### src/rtl/ppsd_pkg.sv
// ----------------------------------------------------------------------------
// ppsd_pkg
// shared types and constants for the p6 stream decoder
// ----------------------------------------------------------------------------
package ppsd_pkg;

    localparam int unsigned MAX_DIM = 4096;
    localparam int unsigned ACC_CAP = (MAX_DIM > 255) ? MAX_DIM + 1 : 256;

    localparam logic [1:0] KIND_PIXEL = 2'd0;
    localparam logic [1:0] KIND_DONE  = 2'd1;
    localparam logic [1:0] KIND_ERROR = 2'd2;

    localparam logic [2:0] ERR_NONE      = 3'd0;
    localparam logic [2:0] ERR_MAGIC     = 3'd1;
    localparam logic [2:0] ERR_NUMBER    = 3'd2;
    localparam logic [2:0] ERR_MAXVAL    = 3'd3;
    localparam logic [2:0] ERR_ZERO_SIZE = 3'd4;
    localparam logic [2:0] ERR_SEPARATOR = 3'd5;
    localparam logic [2:0] ERR_TRUNCATED = 3'd6;
    localparam logic [2:0] ERR_TOO_LARGE = 3'd7;

    localparam logic [7:0] CH_P     = 8'h50;
    localparam logic [7:0] CH_SIX   = 8'h36;
    localparam logic [7:0] CH_HASH  = 8'h23;
    localparam logic [7:0] CH_NL    = 8'h0A;
    localparam logic [7:0] CH_SPACE = 8'h20;
    localparam logic [7:0] CH_ZERO  = 8'h30;
    localparam logic [7:0] CH_NINE  = 8'h39;

    localparam logic [12:0] MAXVAL_OK = 13'd255;

    localparam int unsigned QUEUE_DEPTH = 4;

    typedef struct packed {
        logic [7:0] byte_val;
        logic       last;
        logic       is_blank;
        logic       is_digit;
        logic [3:0] digit;
        logic       is_hash;
        logic       is_nl;
    } cmd_t;

    typedef struct packed {
        logic [1:0]  kind;
        logic [7:0]  red;
        logic [7:0]  green;
        logic [7:0]  blue;
        logic [11:0] col;
        logic [11:0] row;
        logic [12:0] width;
        logic [12:0] height;
        logic [2:0]  err;
        logic        last;
    } res_t;

    typedef struct packed {
        logic [1:0] cnt;
        res_t       item0;
        res_t       item1;
    } res_wr_t;

endpackage

### src/rtl/ppsd_front.sv
// ----------------------------------------------------------------------------
// ppsd_front
// byte intake: classifies each byte and writes it to the command queue
// ----------------------------------------------------------------------------
module ppsd_front
    import ppsd_pkg::*;
(
    input  logic       push,
    output logic       full,
    input  logic [7:0] in_byte,
    input  logic       in_last,
    input  logic       q_full,
    output logic       q_wr,
    output cmd_t       q_data
);

    always_comb
    begin
        q_data.byte_val = in_byte;
        q_data.last     = in_last;
        q_data.is_blank = (in_byte == CH_SPACE) || (in_byte inside {[8'd9:8'd13]});
        q_data.is_digit = in_byte inside {[CH_ZERO:CH_NINE]};
        q_data.digit    = 4'(in_byte - CH_ZERO);
        q_data.is_hash  = (in_byte == CH_HASH);
        q_data.is_nl    = (in_byte == CH_NL);
    end

    assign full = q_full;
    assign q_wr = push && !q_full;

endmodule

### src/rtl/ppsd_cmd_queue.sv
// ----------------------------------------------------------------------------
// ppsd_cmd_queue
// short queue of classified bytes between front and back
// ----------------------------------------------------------------------------
module ppsd_cmd_queue
    import ppsd_pkg::*;
(
    input  logic clk,
    input  logic rst_n,
    input  logic wr,
    input  cmd_t wr_data,
    output logic full,
    input  logic rd,
    output logic valid,
    output cmd_t rd_data
);

    cmd_t       slot_reg [QUEUE_DEPTH];
    logic [1:0] wptr_reg;
    logic [1:0] rptr_reg;
    logic [2:0] count_reg;
    logic       rd_fire;

    assign full    = (count_reg == 3'(QUEUE_DEPTH));
    assign valid   = (count_reg != 3'd0);
    assign rd_fire = rd && valid;
    assign rd_data = slot_reg[rptr_reg];

    always_ff @(posedge clk or negedge rst_n)
    begin
        if (!rst_n)
        begin
            wptr_reg  <= '0;
            rptr_reg  <= '0;
            count_reg <= '0;
        end
        else
        begin
            if (wr)
                wptr_reg <= wptr_reg + 2'd1;
            if (rd_fire)
                rptr_reg <= rptr_reg + 2'd1;
            count_reg <= count_reg + {2'b0, wr} - {2'b0, rd_fire};
        end
    end

    always_ff @(posedge clk)
    begin
        if (wr)
            slot_reg[wptr_reg] <= wr_data;
    end

endmodule

### src/rtl/ppsd_back.sv
// ----------------------------------------------------------------------------
// ppsd_back
// header parser and pixel grouper, up to two results per byte
// ----------------------------------------------------------------------------
module ppsd_back
    import ppsd_pkg::*;
(
    input  logic    clk,
    input  logic    rst_n,
    input  logic    cmd_valid,
    input  cmd_t    cmd,
    output logic    cmd_rd,
    input  logic    space_ok,
    output res_wr_t res_wr
);

    typedef enum logic [3:0] {
        PH_MAGIC0,
        PH_MAGIC1,
        PH_BLANK,
        PH_COMMENT,
        PH_NUMBER,
        PH_PIXELS,
        PH_TRAIL,
        PH_ERROR
    } phase_t;

    phase_t      phase_reg, phase_next;
    logic [1:0]  idx_reg, idx_next;
    logic [12:0] acc_reg, acc_next;
    logic [12:0] width_reg, width_next;
    logic [12:0] height_reg, height_next;
    logic [11:0] col_reg, col_next;
    logic [11:0] row_reg, row_next;
    logic [1:0]  ch_reg, ch_next;
    logic [7:0]  red_reg, red_next;
    logic [7:0]  green_reg, green_next;

    logic        step;
    logic [16:0] acc_sum;
    res_t        slot0, slot1;
    logic [1:0]  n;
    logic        do_blank;
    logic        do_fail;
    logic [2:0]  fcode;
    logic        pix_v;
    logic        done_v;

    assign step   = cmd_valid && space_ok;
    assign cmd_rd = step;
    assign acc_sum = {1'b0, acc_reg, 3'b0} + {3'b0, acc_reg, 1'b0} + {13'b0, cmd.digit};

    always_comb
    begin
        phase_next  = phase_reg;
        idx_next    = idx_reg;
        acc_next    = acc_reg;
        width_next  = width_reg;
        height_next = height_reg;
        col_next    = col_reg;
        row_next    = row_reg;
        ch_next     = ch_reg;
        red_next    = red_reg;
        green_next  = green_reg;
        do_blank    = 1'b0;
        do_fail     = 1'b0;
        fcode       = ERR_NONE;
        pix_v       = 1'b0;
        done_v      = 1'b0;
        slot0       = '0;
        slot1       = '0;
        n           = 2'd0;

        case (phase_reg)
            PH_MAGIC0:
            begin
                if (cmd.byte_val == CH_P)
                    phase_next = PH_MAGIC1;
                else
                begin
                    do_fail = 1'b1;
                    fcode   = ERR_MAGIC;
                end
            end
            PH_MAGIC1:
            begin
                if (cmd.byte_val == CH_SIX)
                    phase_next = PH_BLANK;
                else
                begin
                    do_fail = 1'b1;
                    fcode   = ERR_MAGIC;
                end
            end
            PH_BLANK:
            begin
                do_blank = 1'b1;
            end
            PH_COMMENT:
            begin
                if (cmd.is_nl)
                    phase_next = PH_BLANK;
            end
            PH_NUMBER:
            begin
                if (cmd.is_digit)
                begin
                    if (acc_sum > 17'(ACC_CAP))
                        acc_next = 13'(ACC_CAP);
                    else
                        acc_next = acc_sum[12:0];
                end
                else if (idx_reg < 2'd2)
                begin
                    if (idx_reg == 2'd0)
                        width_next = acc_reg;
                    else
                        height_next = acc_reg;
                    if (acc_reg > 13'(MAX_DIM))
                    begin
                        do_fail = 1'b1;
                        fcode   = ERR_TOO_LARGE;
                    end
                    else
                    begin
                        idx_next = idx_reg + 2'd1;
                        acc_next = '0;
                        do_blank = 1'b1;
                    end
                end
                else if (acc_reg != MAXVAL_OK)
                begin
                    do_fail = 1'b1;
                    fcode   = ERR_MAXVAL;
                end
                else if (width_reg == '0 || height_reg == '0)
                begin
                    do_fail = 1'b1;
                    fcode   = ERR_ZERO_SIZE;
                end
                else if (!cmd.is_blank)
                begin
                    do_fail = 1'b1;
                    fcode   = ERR_SEPARATOR;
                end
                else
                begin
                    phase_next = PH_PIXELS;
                    col_next   = '0;
                    row_next   = '0;
                    ch_next    = '0;
                end
            end
            PH_PIXELS:
            begin
                if (ch_reg == 2'd0)
                begin
                    red_next = cmd.byte_val;
                    ch_next  = 2'd1;
                end
                else if (ch_reg == 2'd1)
                begin
                    green_next = cmd.byte_val;
                    ch_next    = 2'd2;
                end
                else
                begin
                    ch_next = 2'd0;
                    pix_v   = 1'b1;
                    if ({1'b0, col_reg} + 13'd1 >= width_reg)
                    begin
                        col_next = '0;
                        if ({1'b0, row_reg} + 13'd1 >= height_reg)
                        begin
                            phase_next = PH_TRAIL;
                            done_v     = 1'b1;
                        end
                        else
                            row_next = row_reg + 12'd1;
                    end
                    else
                        col_next = col_reg + 12'd1;
                end
            end
            default:
            begin
            end
        endcase

        // whitespace, comment start or number start, any other byte is a number error
        if (do_blank)
        begin
            if (cmd.is_blank)
                phase_next = PH_BLANK;
            else if (cmd.is_hash)
                phase_next = PH_COMMENT;
            else if (cmd.is_digit)
            begin
                acc_next   = {9'b0, cmd.digit};
                phase_next = PH_NUMBER;
            end
            else
            begin
                do_fail = 1'b1;
                fcode   = ERR_NUMBER;
            end
        end

        if (do_fail)
        begin
            phase_next = PH_ERROR;
            slot0.kind = KIND_ERROR;
            slot0.err  = fcode;
            n          = 2'd1;
        end

        if (pix_v)
        begin
            slot0.kind  = KIND_PIXEL;
            slot0.red   = red_reg;
            slot0.green = green_reg;
            slot0.blue  = cmd.byte_val;
            slot0.col   = col_reg;
            slot0.row   = row_reg;
            n           = 2'd1;
            if (done_v)
            begin
                slot1.kind = KIND_DONE;
                n          = 2'd2;
            end
        end

        // end mark before a finished image
        if (cmd.last && phase_next != PH_TRAIL && phase_next != PH_ERROR)
        begin
            if (n == 2'd0)
            begin
                slot0.kind = KIND_ERROR;
                slot0.err  = ERR_TRUNCATED;
            end
            else
            begin
                slot1.kind = KIND_ERROR;
                slot1.err  = ERR_TRUNCATED;
            end
            n = n + 2'd1;
        end

        slot0.width  = width_next;
        slot0.height = height_next;
        slot1.width  = width_next;
        slot1.height = height_next;
        slot0.last   = (n == 2'd1);
        slot1.last   = (n == 2'd2);

        if (cmd.last)
        begin
            phase_next  = PH_MAGIC0;
            idx_next    = '0;
            acc_next    = '0;
            width_next  = '0;
            height_next = '0;
            col_next    = '0;
            row_next    = '0;
            ch_next     = '0;
            red_next    = '0;
            green_next  = '0;
        end
    end

    assign res_wr.cnt   = step ? n : 2'd0;
    assign res_wr.item0 = slot0;
    assign res_wr.item1 = slot1;

    always_ff @(posedge clk or negedge rst_n)
    begin
        if (!rst_n)
        begin
            phase_reg  <= PH_MAGIC0;
            idx_reg    <= '0;
            acc_reg    <= '0;
            width_reg  <= '0;
            height_reg <= '0;
            col_reg    <= '0;
            row_reg    <= '0;
            ch_reg     <= '0;
            red_reg    <= '0;
            green_reg  <= '0;
        end
        else if (step)
        begin
            phase_reg  <= phase_next;
            idx_reg    <= idx_next;
            acc_reg    <= acc_next;
            width_reg  <= width_next;
            height_reg <= height_next;
            col_reg    <= col_next;
            row_reg    <= row_next;
            ch_reg     <= ch_next;
            red_reg    <= red_next;
            green_reg  <= green_next;
        end
    end

endmodule

### src/rtl/ppsd_res_queue.sv
// ----------------------------------------------------------------------------
// ppsd_res_queue
// result queue, takes up to two results per cycle and hands out one
// ----------------------------------------------------------------------------
module ppsd_res_queue
    import ppsd_pkg::*;
(
    input  logic    clk,
    input  logic    rst_n,
    input  res_wr_t wr,
    output logic    space_ok,
    input  logic    pop,
    output logic    empty,
    output res_t    head
);

    res_t       slot_reg [QUEUE_DEPTH];
    logic [1:0] wptr_reg;
    logic [1:0] rptr_reg;
    logic [2:0] count_reg;
    logic       pop_fire;

    assign empty    = (count_reg == 3'd0);
    assign space_ok = (count_reg <= 3'(QUEUE_DEPTH - 2));
    assign pop_fire = pop && !empty;
    assign head     = slot_reg[rptr_reg];

    always_ff @(posedge clk or negedge rst_n)
    begin
        if (!rst_n)
        begin
            wptr_reg  <= '0;
            rptr_reg  <= '0;
            count_reg <= '0;
        end
        else
        begin
            wptr_reg <= wptr_reg + wr.cnt;
            if (pop_fire)
                rptr_reg <= rptr_reg + 2'd1;
            count_reg <= count_reg + {1'b0, wr.cnt} - {2'b0, pop_fire};
        end
    end

    always_ff @(posedge clk)
    begin
        if (wr.cnt != 2'd0)
            slot_reg[wptr_reg] <= wr.item0;
        if (wr.cnt == 2'd2)
            slot_reg[wptr_reg + 2'd1] <= wr.item1;
    end

endmodule

### src/rtl/ppm_p6_stream_decoder_top.sv
// ----------------------------------------------------------------------------
// ppm_p6_stream_decoder_top
// binary ppm (p6) stream decoder: header parse, pixel grouping, status
//
//   channel   direction  handshake         payload
//   bytes     in         push / full       in_byte, in_last
//   results   out        pop / empty       out_kind .. out_last
//
// one byte per cycle while full is low; a byte is registered in the command queue,
// its results then in the result queue, before they show on the ports
// the back parser steps only when the result queue has two free slots
// reset clears both queues and the parser state, no clearing pass
// a stalled result side fills the queues and then raises full
// ----------------------------------------------------------------------------
module ppm_p6_stream_decoder_top
    import ppsd_pkg::*;
(
    input  logic        clk,
    input  logic        rst_n,
    input  logic        push,
    output logic        full,
    input  logic [7:0]  in_byte,
    input  logic        in_last,
    output logic        empty,
    input  logic        pop,
    output logic [1:0]  out_kind,
    output logic [7:0]  red,
    output logic [7:0]  green,
    output logic [7:0]  blue,
    output logic [11:0] pix_col,
    output logic [11:0] pix_row,
    output logic [12:0] img_width,
    output logic [12:0] img_height,
    output logic [2:0]  err_code,
    output logic        out_last
);

    logic    q_full;
    logic    q_wr;
    cmd_t    q_wdata;
    logic    q_valid;
    cmd_t    q_rdata;
    logic    q_rd;
    logic    space_ok;
    res_wr_t res_wr;
    res_t    head;

    ppsd_front u_front (
        .push    (push),
        .full    (full),
        .in_byte (in_byte),
        .in_last (in_last),
        .q_full  (q_full),
        .q_wr    (q_wr),
        .q_data  (q_wdata)
    );

    ppsd_cmd_queue u_cmd_queue (
        .clk     (clk),
        .rst_n   (rst_n),
        .wr      (q_wr),
        .wr_data (q_wdata),
        .full    (q_full),
        .rd      (q_rd),
        .valid   (q_valid),
        .rd_data (q_rdata)
    );

    ppsd_back u_back (
        .clk       (clk),
        .rst_n     (rst_n),
        .cmd_valid (q_valid),
        .cmd       (q_rdata),
        .cmd_rd    (q_rd),
        .space_ok  (space_ok),
        .res_wr    (res_wr)
    );

    ppsd_res_queue u_res_queue (
        .clk      (clk),
        .rst_n    (rst_n),
        .wr       (res_wr),
        .space_ok (space_ok),
        .pop      (pop),
        .empty    (empty),
        .head     (head)
    );

    assign out_kind   = head.kind;
    assign red        = head.red;
    assign green      = head.green;
    assign blue       = head.blue;
    assign pix_col    = head.col;
    assign pix_row    = head.row;
    assign img_width  = head.width;
    assign img_height = head.height;
    assign err_code   = head.err;
    assign out_last   = head.last;

endmodule

### config.mk
export PLATFORM = sky130hd
export DESIGN_NAME = ppm_p6_stream_decoder_top
export DESIGN_NICKNAME = d
export VERILOG_FILES = /design/src/rtl/ppsd_pkg.sv /design/src/rtl/ppsd_front.sv /design/src/rtl/ppsd_cmd_queue.sv /design/src/rtl/ppsd_back.sv /design/src/rtl/ppsd_res_queue.sv /design/src/rtl/ppm_p6_stream_decoder_top.sv
export SDC_FILE = /design/constraint.sdc
export NUM_CORES = 1
export LEC_CHECK = 0
export BUFFER_PORTS_ARGS = -buffer_cell sky130_fd_sc_hd__buf_2
export CELL_PAD_IN_SITES_DETAIL_PLACEMENT = 1
export CELL_PAD_IN_SITES_GLOBAL_PLACEMENT = 2
export CORE_MARGIN = 2
export CORE_UTILIZATION = 40
export CTS_BUF_LIST = sky130_fd_sc_hd__clkbuf_4 sky130_fd_sc_hd__clkbuf_8
export DETAILED_ROUTE_END_ITERATION = 8
export GPL_ROUTABILITY_DRIVEN = 1
export MAX_ROUTING_LAYER = met4
export PLACE_DENSITY_LB_ADDON = 0.1
export SETUP_SLACK_MARGIN = 0.02
export SYNTH_ARGS = -nofsm -noshare
export SYNTH_HDL_FRONTEND = slang
export SYNTH_SLANG_ARGS = --single-unit
### constraint.sdc
create_clock -name clk -period 4.5 [get_ports clk]
set_input_delay 0.45 -clock clk [delete_from_list [all_inputs] [get_ports clk]]
set_output_delay 0.45 -clock clk [all_outputs]
set_load 0.02 [all_outputs]
==> key figures, run 1 <==
Outcome
  • Run status: complete, no violations

Job
  • Number of max-cap violations: 0

Drt
  • DR top layer: met4
  • Routed wl met2: 33320 um
  • ANT nets after route: 0
  • TritonRoute pass-1 iters: 5
  • Met3 WL: 2444 um
  • WL per Instance: 23.74 um
  • Routed wire length: 66890 um
  • Routed length on met1: 29840 um
  • Initial DRC Count: 810
  • Via count: 15.78k
  • Via/cell ratio: 5.603
  • DRC: 0

Setup path
  • Worst path top cell family by delay: simple AND/OR/NAND/NOR gates
  • R2R Setup Slk: 0.29 ns
  • CP endpoint kind: flop
  • Worst reg2reg path startpoint: u_cmd_queue.rptr_reg[0]$_DFFE_PN0P_
  • CP most frequent cell: fa_1
  • CP Max Fanout: 5
  • Critical path type: flop to flop
  • R2R depth: 13
  • Worst endpoint data arrival time: 4.79 ns
  • Worst path slowest cell: mux4_2
  • Startpoint Class: flop
  • Critical path depth: 13
  • Reg-to-Reg End: u_back.acc_reg[10]$_DFFE_PN0P_
  • Critical Path RT: 5.08 ns
  • Cell Chain, Critical Path: mux4_2, fa_1, inv_1, fa_1, nor2b_1, o31a_1, or4b_2, nand3_1, or4_1, nor4_2, o211ai_1, or2_2, o21ai_0
  • CP peak stage delay: 0.57 ns
  • Buffers and inverters on the worst path: 1

Place
  • Post-DP HPWL: 42850 um
  • Routability cong.: 0.7793
  • Port-buffer cells: 94
  • Area after DPL: 0.02380 mm2
  • Placed Instances: 2643

Yosys
  • Mapped Avg Cell Area: 11.78 um2
  • Post-synthesis sequential area ratio: 53.01%
  • Synth top area cells: edfxtp_1, dfxtp_1, dfrtp_1
  • #FFs+latches synth: 473
  • Post-synth ARST share: 21.35%
  • Syn Inst Count: 1880
  • Cell taking the most area after synthesis: edfxtp_1
  • Syn. warnings: 0
  • Top cell type's share of synthesized area: 23.87%
  • Synthesized area: 0.02214 mm2
  • Number of synthesized flops with an enable pin: 176
  • Post-synth top cells: nor2_1, dfxtp_1, edfxtp_1
  • Synth cell types: 75
  • Top FF cell, synth: dfxtp_1
  • Most frequent cell after synthesis: nor2_1
  • Synth Net Count: 1961

Timing
  • Fin Clk Skew: 0.04046 ns
  • Tcrit/Tclk final: 93.56%
  • Fmax: 237.5 MHz
  • Fin crit period: 4.210 ns
  • Final Max Slew Viols: 0
  • Setup violations, final: 0
  • RSZ-0062 raised after global routing: yes
  • Worst-margin pin slew: 0.9812 ns
  • Slew margin rel.: 34.59%
  • Final Hold Viols: 0

Worst hold path
  • Hold_sp: in_byte[0]
  • Hold Crit Depth: 1
  • Hold Path End: u_cmd_queue.slot_reg[2][9]$_DFFE_PP_
  • Hold WC Path Type: input pin to flop

Final layout
  • Finished Layout Cells: 2817
  • Design area: 0.02591 mm2
  • Area grow syn2layout: 17.03%
  • Layout cells sized above 1: 23.77%
  • Max reg flops: 320
  • NumNets Final: 2118

Clocking
  • CTS tree: built
  • H-tree Lvls: 3
  • CTS Buffer Depth: 3
  • Num CTS Buffers: 87
  • Clock Sink Count: 473
  • Worst-path clk slew: 0.06 ns
  • Root Driver: clkbuf_8
  • Clk_lat worst skew: 0.69 ns

Die
  • Die Ht: 239.3 um
  • # IOs: 95
  • Die Wd: 239.3 um
  • Cell Rows: 86
  • Initial core utilization: 40.34%
  • Core Box Area: 0.05488 mm2
  • Die Area: 0.05725 mm2

Global routing
  • GRT Total Usage: 24.52%
  • Global route overflow: 0
  • Antenna violations before repair: 1
  • Largest net degree at the start of global routing: 60
  • First-pass GRT wire length: 103600 um
  • Vias in the first global route: 17.19k

Power
  • Leak pwr: 10.37 nW
  • Total chip power: 0.01472 W
  • Worst VDD drop: 0.0003304 V
  • Power Dens Cells: 568.1 mW/mm2
## worst register-to-register path, stage by stage (launching register included)
cell and delay [ns]:
dfrtp_2 0.41, mux4_2 0.57, fa_1 0.54, inv_1 0.07, fa_1 0.46, nor2b_1 0.16
o31a_1 0.25, or4b_2 0.16, nand3_1 0.11, or4_1 0.47, nor4_2 0.23, o211ai_1 0.20
or2_2 0.36, o21ai_0 0.15
## where the power goes
part           total [W]  switching [W]  leakage (nW)  internal, W
combinational    0.00474        0.00293          4.75      0.00181
clock            0.00452        0.00189          1.04      0.00262
sequential       0.00546       0.000497          4.57      0.00496
## metrics by stage
step	worst slack (ns)	hold slack (ns)	TNS [ns]	util, %
after floorplan	0.1337	0.1544	0	-
after global placement	0.1436	0.3473	0	43.37
after detailed placement	-0.07939	0.3447	-0.7093	43.37
after CTS	0.09933	0.002609	0	47.07
after global routing	0.007544	0.02396	0	47.22
final	0.2897	0.06889	0	47.22
## cell families after synthesis
family,synth area share [%]
and+or+nand+nor,11.78
AOI/OAI and AO/OA,8.709
muxes,17.60
adders and majority gates,3.979
buffers and inverters,3.385
DFF,53.01
xor gates and xnor gates,1.543
## timing repair
action | 4_1_cts | 5_1_grt
setup endpoints to repair | 42 | 307
pin swaps | 0 | 2
resized for setup | 2 | 18
cloned | 0 | 0
endpoints found under the hold margin | 36 | 0
hold buffers | 6 | 0
setup buffers | 0 | 3
## metal layers
layer  vias to the layer above  global-route usage, %
met5                         -                      -
met4                         0                  6.761
met3                        99                  4.276
met2                       270                  41.06
met1                      8183                  30.67
li1                       7232                      -
## worst max-delay path by stage
stage               slack [ns]                                   end                                start
floorplan                 0.13  u_res_queue.slot_reg[3][0]$_DFFE_PP_        u_back.col_reg[2]$_DFFE_PN0P_
detailed placement       -0.08    u_res_queue.count_reg[2]$_DFF_PN0_        u_back.col_reg[0]$_DFFE_PN0P_
CTS                        0.1        u_back.acc_reg[10]$_DFFE_PN0P_  u_cmd_queue.rptr_reg[0]$_DFFE_PN0P_
global placement          0.14    u_res_queue.count_reg[2]$_DFF_PN0_        u_back.col_reg[0]$_DFFE_PN0P_
global route             0.008         u_back.acc_reg[4]$_DFFE_PN0P_  u_cmd_queue.rptr_reg[1]$_DFFE_PN0P_
finish                    0.29        u_back.acc_reg[10]$_DFFE_PN0P_  u_cmd_queue.rptr_reg[0]$_DFFE_PN0P_
## placed cells by master (no fill, tap or decap), types with 24 or more instances in the layout
| cell type | n |
|---|---|
| nor2_1 | 278 |
| dfxtp_1 | 196 |
| edfxtp_1 | 176 |
| mux2i_1 | 162 |
| clkbuf_8 | 117 |
| dfrtp_1 | 97 |
| mux4_2 | 93 |
| buf_2 | 93 |
| nand2_1 | 83 |
| buf_4 | 77 |
| a21oi_1 | 72 |
| ha_1 | 63 |
| o21ai_0 | 59 |
| inv_1 | 57 |
| a22o_1 | 55 |
| and3_1 | 52 |
| clkbuf_4 | 36 |
| nand3_1 | 30 |
| o22ai_1 | 29 |
| xnor2_1 | 24 |
## layout make-up
type | count | area (um2)
flip-flops and latches | 473 | 11750
diodes | 1 | 2.502
multi-input cells | 1230 | 9799
fillers | 5812 | 28970
clock buffers | 153 | 1881
clock inverters | 11 | 78.83
well taps | 704 | 880.8
repair buffers | 188 | 1309
inverters | 57 | 214.0
Power figures use the tool's default switching activity.
==> run 2, diff against run 1 <==
- PLACE_DENSITY: not set -> 0.78
- PLACE_DENSITY_LB_ADDON: 0.1 -> not set
- SKIP_CTS_REPAIR_TIMING: not set -> 1
==> run 2 against run 1 <==
Net effect:
- count of clock-buffer cells in the layout is 26 lower
- hold slack worse by 0.038 ns
- routed wire length is 3.9% lower
- non-clock buffer count is 8 lower
- die area stayed put
- critical path depth is 1 higher
- combinational power is 1% higher
- final cell count is 0.89% lower
- utilization is 0.53 points lower
- critical endpoint is now u_back.acc_reg[3]$_DFFE_PN0P_
- largest cell class unchanged
==> key figures, run 2 (synthesized netlist as in run 1, its figures left out) <==
Outcome
  • Run status: complete, no violations (unchanged)

Clocking
  • Clk_lat worst skew: 0.67 ns (was 0.69 ns)
  • Num CTS Buffers: 81 (was 87)
  • Worst-path clk slew: 0.06 ns (about the same)
  • CTS Buffer Depth: 3 (unchanged)
  • H-tree Lvls: 3 (unchanged)
  • CTS tree: built (unchanged)
  • Clock Sink Count: 473 (unchanged)
  • Root Driver: clkbuf_8 (unchanged)

Drt
  • Via/cell ratio: 5.677 (was 5.603)
  • Via count: 15.85k (was 15.78k)
  • Routed wire length: 64270 um (was 66890 um)
  • TritonRoute pass-1 iters: 5 (unchanged)
  • DRC: 0 (unchanged)
  • Initial DRC Count: 876 (was 810)
  • ANT nets after route: 0 (unchanged)
  • WL per Instance: 23.02 um (was 23.74 um)

Setup path
  • Critical Path Start: u_cmd_queue.rptr_reg[0]$_DFFE_PN0P_ (unchanged)
  • Critical path depth: 14 (was 13)
  • Critical path type: flop to flop (unchanged)
  • CP endpoint kind: flop (unchanged)
  • Startpoint Class: flop (unchanged)
  • Critical Path RT: 5.05 ns (was 5.08 ns)
  • Worst setup endpoint: u_back.acc_reg[3]$_DFFE_PN0P_ (was u_back.acc_reg[10]$_DFFE_PN0P_)
  • Worst endpoint data arrival time: 4.76 ns (was 4.79 ns)
  • CP peak stage delay: 0.57 ns (about the same)
  • Worst path top cell family by delay: simple AND/OR/NAND/NOR gates (unchanged)
  • Worst reg2reg path startpoint: u_cmd_queue.rptr_reg[0]$_DFFE_PN0P_ (unchanged)
  • Reg-to-Reg End: u_back.acc_reg[3]$_DFFE_PN0P_ (was u_back.acc_reg[10]$_DFFE_PN0P_)
  • R2R depth: 14 (was 13)
  • CP Max Fanout: 5 (unchanged)
  • Buffers and inverters on the worst path: 2 (was 1)
  • Cell Chain, Critical Path: mux4_2, fa_1, inv_1, fa_2, nor2b_2, o31a_1, or4b_2, nand3_1, or4_1, nor4_2, o211ai_1, buf_4, o21a_1, a21oi_1 (was mux4_2, fa_1, inv_1, fa_1, nor2b_1, o31a_1, or4b_2, nand3_1, or4_1, nor4_2, o211ai_1, or2_2, o21ai_0)
  • R2R Setup Slk: 0.29 ns (about the same)
  • Worst path slowest cell: mux4_2 (unchanged)

Die
  • # IOs: 95 (unchanged)
  • Die Area: 0.05725 mm2 (unchanged)
  • Die Wd: 239.3 um (unchanged)
  • Die Ht: 239.3 um (unchanged)
  • Cell Rows: 86 (unchanged)
  • Core Box Area: 0.05488 mm2 (unchanged)
  • Initial core utilization: 40.34% (unchanged)

Final layout
  • Leading cell types in the layout, fill and taps excluded: nor2_1, dfxtp_1, edfxtp_1, mux2i_1, dfrtp_1 (was nor2_1, dfxtp_1, edfxtp_1, mux2i_1, clkbuf_8)
  • Most common cell after layout, fill and taps aside: nor2_1 (unchanged)
  • Finished Core Util: 46.69% (was 47.22%)
  • Max reg flops: 320 (unchanged)
  • Layout cells sized above 1: 22.77% (was 23.77%)
  • NumNets Final: 2104 (was 2118)
  • Design area: 0.02562 mm2 (was 0.02591 mm2)
  • Area grow syn2layout: 15.72% (was 17.03%)

Power
  • Worst VDD drop: 0.0002664 V (was 0.0003304 V)
  • Power Dens Cells: 553.3 mW/mm2 (was 568.1 mW/mm2)
  • Total chip power: 0.01417 W (was 0.01472 W)
  • Leak pwr: 10.19 nW (was 10.37 nW)

Job
  • Number of max-cap violations: 0 (unchanged)

Worst hold path
  • Hold WC Path Type: input pin to flop (unchanged)
  • Hold Crit Depth: 1 (unchanged)

Place
  • Routability cong.: 0.8247 (was 0.7793)
  • Area after DPL: 0.02385 mm2 (was 0.02380 mm2)
  • Port-buffer cells: 94 (unchanged)
  • Post-DP HPWL: 41670 um (was 42850 um)

Global routing
  • Busiest grt layer: met2 (unchanged)
  • Antenna violations before repair: 2 (was 1)
  • First-pass GRT wire length: 99940 um (was 103600 um)
  • Largest net degree at the start of global routing: 67 (was 60)
  • Global route overflow: 0 (unchanged)
  • Vias in the first global route: 17.22k (was 17.19k)
  • GR Util met2: 39.43% (was 41.06%)
  • Met1 GRT Util: 29.55% (was 30.67%)
  • Met3 Track Usage GR: 3.365% (was 4.276%)
  • GRT Total Usage: 23.44% (was 24.52%)

Timing
  • Total Neg Setup Slack: 0 ns (unchanged)
  • Slew margin rel.: 31.29% (was 34.59%)
  • Fin Clk Skew: 0.04206 ns (was 0.04046 ns)
  • Fin crit period: 4.205 ns (was 4.210 ns)
  • Worst-margin pin slew: 1.031 ns (was 0.9812 ns)
  • Final Hold Viols: 0 (unchanged)
  • Fmax: 237.8 MHz (was 237.5 MHz)
  • RSZ-0062 raised after global routing: yes (unchanged)
  • Final hold slack: 0.03068 ns (was 0.06889 ns)
  • Tcrit/Tclk final: 93.45% (was 93.56%)
  • Final Max Slew Viols: 0 (unchanged)
  • Setup violations, final: 0 (unchanged)
[run 2: changes by cell type in the layout (fill, tap and decap cells not counted), moves of 2 or more]
cell and change:
nor3_1 -2, inv_8 -2, nor3_2 +2, buf_6 -2, clkinv_2 +2, clkinv_1 +7
dlygate4sd3_1 -4, clkbuf_8 -24, buf_4 -10, clkbuf_4 -2, buf_12 +8
[run 2: cell type report]
class	count	area, um2
multi-input combinational	1230	9798
antenna	2	5.005
fill	5856	29260
inverter	57	214.0
sequential	473	11750
tap	704	880.8
clock buffer	127	1535
clock inverter	19	110.1
timing repair buffer	180	1331
[run 2: metrics by stage]
stage / std cells / setup slack [ns]
after floorplan: 1880 / 0.1337
after global placement: 2638 / 0.1015
after detailed placement: 2638 / -0.1277
after CTS: 2784 / -0.1920
after global routing: 2792 / -0.06422
final: 2792 / 0.2948
[run 2: where the power goes]
group | internal, W | switching, W | total, W
logic | 0.00186 | 0.00293 | 0.00479
clock network | 0.00217 | 0.00177 | 0.00394
registers | 0.00496 | 0.000481 | 0.00545
[run 2: worst reg2reg max path, stage by stage (launching register included)]
cell and delay, ns:
dfrtp_2 0.45, mux4_2 0.57, fa_1 0.54, inv_1 0.08, fa_2 0.42, nor2b_2 0.14
o31a_1 0.26, or4b_2 0.16, nand3_1 0.10, or4_1 0.47, nor4_2 0.22, o211ai_1 0.20
buf_4 0.21, o21a_1 0.17, a21oi_1 0.12
[run 2: metal layers]
metal / vias up / wire (um)
met3: 84 / 2630
li1: 7186 / -
met4: 0 / 1094
met5: - / 0
met2: 326 / 32340
met1: 8254 / 28210
[run 2: how the worst min path moves through the flow]
stage | startpoint | slack [ns] | end
6_report | in_byte[4] | 0.03 | u_cmd_queue.slot_reg[0][13]$_DFFE_PP_
5_1_grt | in_byte[4] | 0.02 | u_cmd_queue.slot_reg[0][13]$_DFFE_PP_
4_1_cts | rst_n | -0.07 | u_back.width_reg[8]$_DFFE_PN0P_
3_5_place_dp | u_res_queue.slot_reg[2][59]$_SDFFE_PP0P_ | 0.46 | u_res_queue.slot_reg[2][59]$_SDFFE_PP0P_
3_3_place_gp | u_res_queue.slot_reg[2][31]$_SDFFE_PP0P_ | 0.46 | u_res_queue.slot_reg[2][31]$_SDFFE_PP0P_
2_1_floorplan | rst_n | 0.15 | u_back.acc_reg[0]$_DFFE_PN0P_
==> run 3, diff against run 2 <==
- HOLD_SLACK_MARGIN: not set -> 0.08
==> run 3 against run 2 <==
Net effect:
- critical endpoint unchanged
- register-to-register slack barely moved
- clock power barely moved
- sequential share of layout area shrank 0.11 points
- routed wire length is 0.30% higher
- non-clock buffer count is 6 higher
- final cell count up 0.21%
- setup slack worse by 0.0017 ns
- via count increased by 0.35%
- first-iteration DRC count rose by 1.1%
- clock skew grew 0.00063 ns
- utilization up 0.11 points
- power about the same
==> key figures, run 3 (synthesized netlist as in run 1, its figures left out) <==
Outcome
  • Run status: complete, no violations (unchanged)

Timing
  • Worst-margin pin slew: 1.027 ns (was 1.031 ns)
  • RSZ-0062 raised after global routing: yes (unchanged)
  • Final Max Slew Viols: 0 (unchanged)
  • Fmax: 237.7 MHz (was 237.8 MHz)
  • Slew margin rel.: 31.55% (was 31.29%)
  • Fin crit period: 4.207 ns (was 4.205 ns)
  • Fin Clk Skew: 0.04269 ns (was 0.04206 ns)
  • Total Neg Setup Slack: 0 ns (unchanged)
  • Final Hold Viols: 0 (unchanged)
  • Final hold slack: 0.1059 ns (was 0.03068 ns)
  • Tcrit/Tclk final: 93.49% (was 93.45%)
  • Setup violations, final: 0 (unchanged)

Place
  • Port-buffer cells: 94 (unchanged)
  • Post-DP HPWL: 41670 um (unchanged)
  • Routability cong.: 0.8247 (unchanged)

Clocking
  • Num CTS Buffers: 81 (unchanged)
  • Worst-path clk slew: 0.06 ns (about the same)
  • H-tree Lvls: 3 (unchanged)
  • Clk_lat worst skew: 0.67 ns (about the same)
  • CTS Buffer Depth: 3 (unchanged)
  • Root Driver: clkbuf_8 (unchanged)
  • CTS tree: built (unchanged)
  • Clock Sink Count: 473 (unchanged)

Power
  • Power Dens Cells: 552.5 mW/mm2 (was 553.3 mW/mm2)
  • Total chip power: 0.01419 W (was 0.01417 W)
  • Worst VDD drop: 0.0002757 V (was 0.0002664 V)
  • Leak pwr: 10.22 nW (was 10.19 nW)

Setup path
  • Critical path type: flop to flop (unchanged)
  • Buffers and inverters on the worst path: 2 (unchanged)
  • R2R Setup Slk: 0.29 ns (about the same)
  • CP Max Fanout: 5 (unchanged)
  • R2R depth: 14 (unchanged)
  • CP endpoint kind: flop (unchanged)
  • Worst path top cell family by delay: simple AND/OR/NAND/NOR gates (unchanged)
  • Worst reg2reg path startpoint: u_cmd_queue.rptr_reg[0]$_DFFE_PN0P_ (unchanged)
  • Worst endpoint data arrival time: 4.76 ns (about the same)
  • Startpoint Class: flop (unchanged)
  • Worst path slowest cell: mux4_2 (unchanged)
  • Critical Path RT: 5.06 ns (was 5.05 ns)
  • Cell Chain, Critical Path: mux4_2, fa_1, inv_1, fa_2, nor2b_2, o31a_1, or4b_2, nand3_1, or4_1, nor4_2, o211ai_1, buf_4, o21a_1, a21oi_1 (unchanged)
  • Critical path depth: 14 (unchanged)
  • Reg-to-Reg End: u_back.acc_reg[3]$_DFFE_PN0P_ (unchanged)
  • CP peak stage delay: 0.57 ns (about the same)

Worst hold path
  • Hold Path End: u_cmd_queue.slot_reg[2][9]$_DFFE_PP_ (was u_cmd_queue.slot_reg[0][13]$_DFFE_PP_)
  • Hold WC Path Type: input pin to flop (unchanged)
  • Hold Crit Depth: 1 (unchanged)
  • Hold_sp: in_byte[0] (was in_byte[4])

Die
  • Cell Rows: 86 (unchanged)
  • Die Wd: 239.3 um (unchanged)
  • Die Ht: 239.3 um (unchanged)
  • Die Area: 0.05725 mm2 (unchanged)
  • # IOs: 95 (unchanged)
  • Core Box Area: 0.05488 mm2 (unchanged)
  • Initial core utilization: 40.34% (unchanged)

Drt
  • WL per Instance: 23.04 um (was 23.02 um)
  • TritonRoute pass-1 iters: 5 (unchanged)
  • DRC: 0 (unchanged)
  • ANT nets after route: 0 (unchanged)
  • Initial DRC Count: 886 (was 876)
  • Via/cell ratio: 5.685 (was 5.677)
  • Routed wire length: 64470 um (was 64270 um)
  • Via count: 15.91k (was 15.85k)

Global routing
  • Vias in the first global route: 17.22k (unchanged)
  • Largest net degree at the start of global routing: 67 (unchanged)
  • Global route overflow: 0 (unchanged)
  • Antenna violations before repair: 2 (unchanged)
  • First-pass GRT wire length: 99940 um (unchanged)
  • GRT Total Usage: 23.44% (unchanged)

Final layout
  • Leading cell types in the layout, fill and taps excluded: nor2_1, dfxtp_1, edfxtp_1, mux2i_1, dfrtp_1 (unchanged)
  • Finished Core Util: 46.80% (was 46.69%)
  • Area grow syn2layout: 15.99% (was 15.72%)
  • Register area: 0.01175 mm2 (unchanged)
  • Most common cell after layout, fill and taps aside: nor2_1 (unchanged)
  • Area of the multi-input gates: 0.009798 mm2 (unchanged)
  • Max reg flops: 320 (unchanged)
  • NumNets Final: 2110 (was 2104)
  • Layout cells sized above 1: 22.71% (was 22.77%)
  • # fillers: 5850 (was 5856)

Job
  • Number of max-cap violations: 0 (unchanged)
-- run 3: changes by cell type in the layout (fill, tap and decap cells not counted) --
cell	previous run	this run
dlygate4sd3_1	2	8
-- run 3: final cells by class --
| type | instances | share of cell area [%] |
|---|---|---|
| flip-flops and latches | 473 | 45.74 |
| multi-input cells | 1230 | 38.15 |
| clock buffers | 127 | 5.978 |
| repair buffers | 186 | 5.418 |
| well taps | 704 | 3.430 |
| inverters | 57 | 0.8331 |
| clock inverters | 19 | 0.4287 |
| diodes | 2 | 0.01949 |
-- run 3: layer usage --
layer / track usage (%) / up-vias / part of all wire, %
li1: - / 7206 / -
met1: 29.55 / 8289 / 44
met5: - / - / 0
met2: 39.43 / 316 / 50
met4: 6.648 / 0 / 1.9
met3: 3.365 / 95 / 3.9
-- run 3: worst max path at each step --
stage / startpoint / to / slack [ns]
after global routing: u_back.col_reg[0]$_DFFE_PN0P_ / u_res_queue.count_reg[2]$_DFF_PN0_ / -0.06
after global placement: u_cmd_queue.rptr_reg[0]$_DFFE_PN0P_ / u_back.acc_reg[10]$_DFFE_PN0P_ / 0.10
after CTS: u_back.col_reg[1]$_DFFE_PN0P_ / u_res_queue.count_reg[2]$_DFF_PN0_ / -0.19
after floorplan: u_back.col_reg[2]$_DFFE_PN0P_ / u_res_queue.slot_reg[3][0]$_DFFE_PP_ / 0.13
after detailed placement: u_back.col_reg[1]$_DFFE_PN0P_ / u_res_queue.count_reg[2]$_DFF_PN0_ / -0.13
final: u_cmd_queue.rptr_reg[0]$_DFFE_PN0P_ / u_back.acc_reg[3]$_DFFE_PN0P_ / 0.29
-- run 3: where the power goes --
group          switching, W  internal, W  total, W
clock network       0.00177      0.00217   0.00394
registers          0.000482      0.00496   0.00545
logic               0.00293      0.00186   0.00480
-- run 3: metrics by stage --
stage               worst slack (ns)  std cells  instance area (um2)
floorplan                     0.1337       1880                22140
global placement              0.1015       2638                23850
detailed placement           -0.1277       2638                23850
CTS                          -0.1920       2784                25500
global route                -0.06422       2798                25680
finish                        0.2931       2798                25680
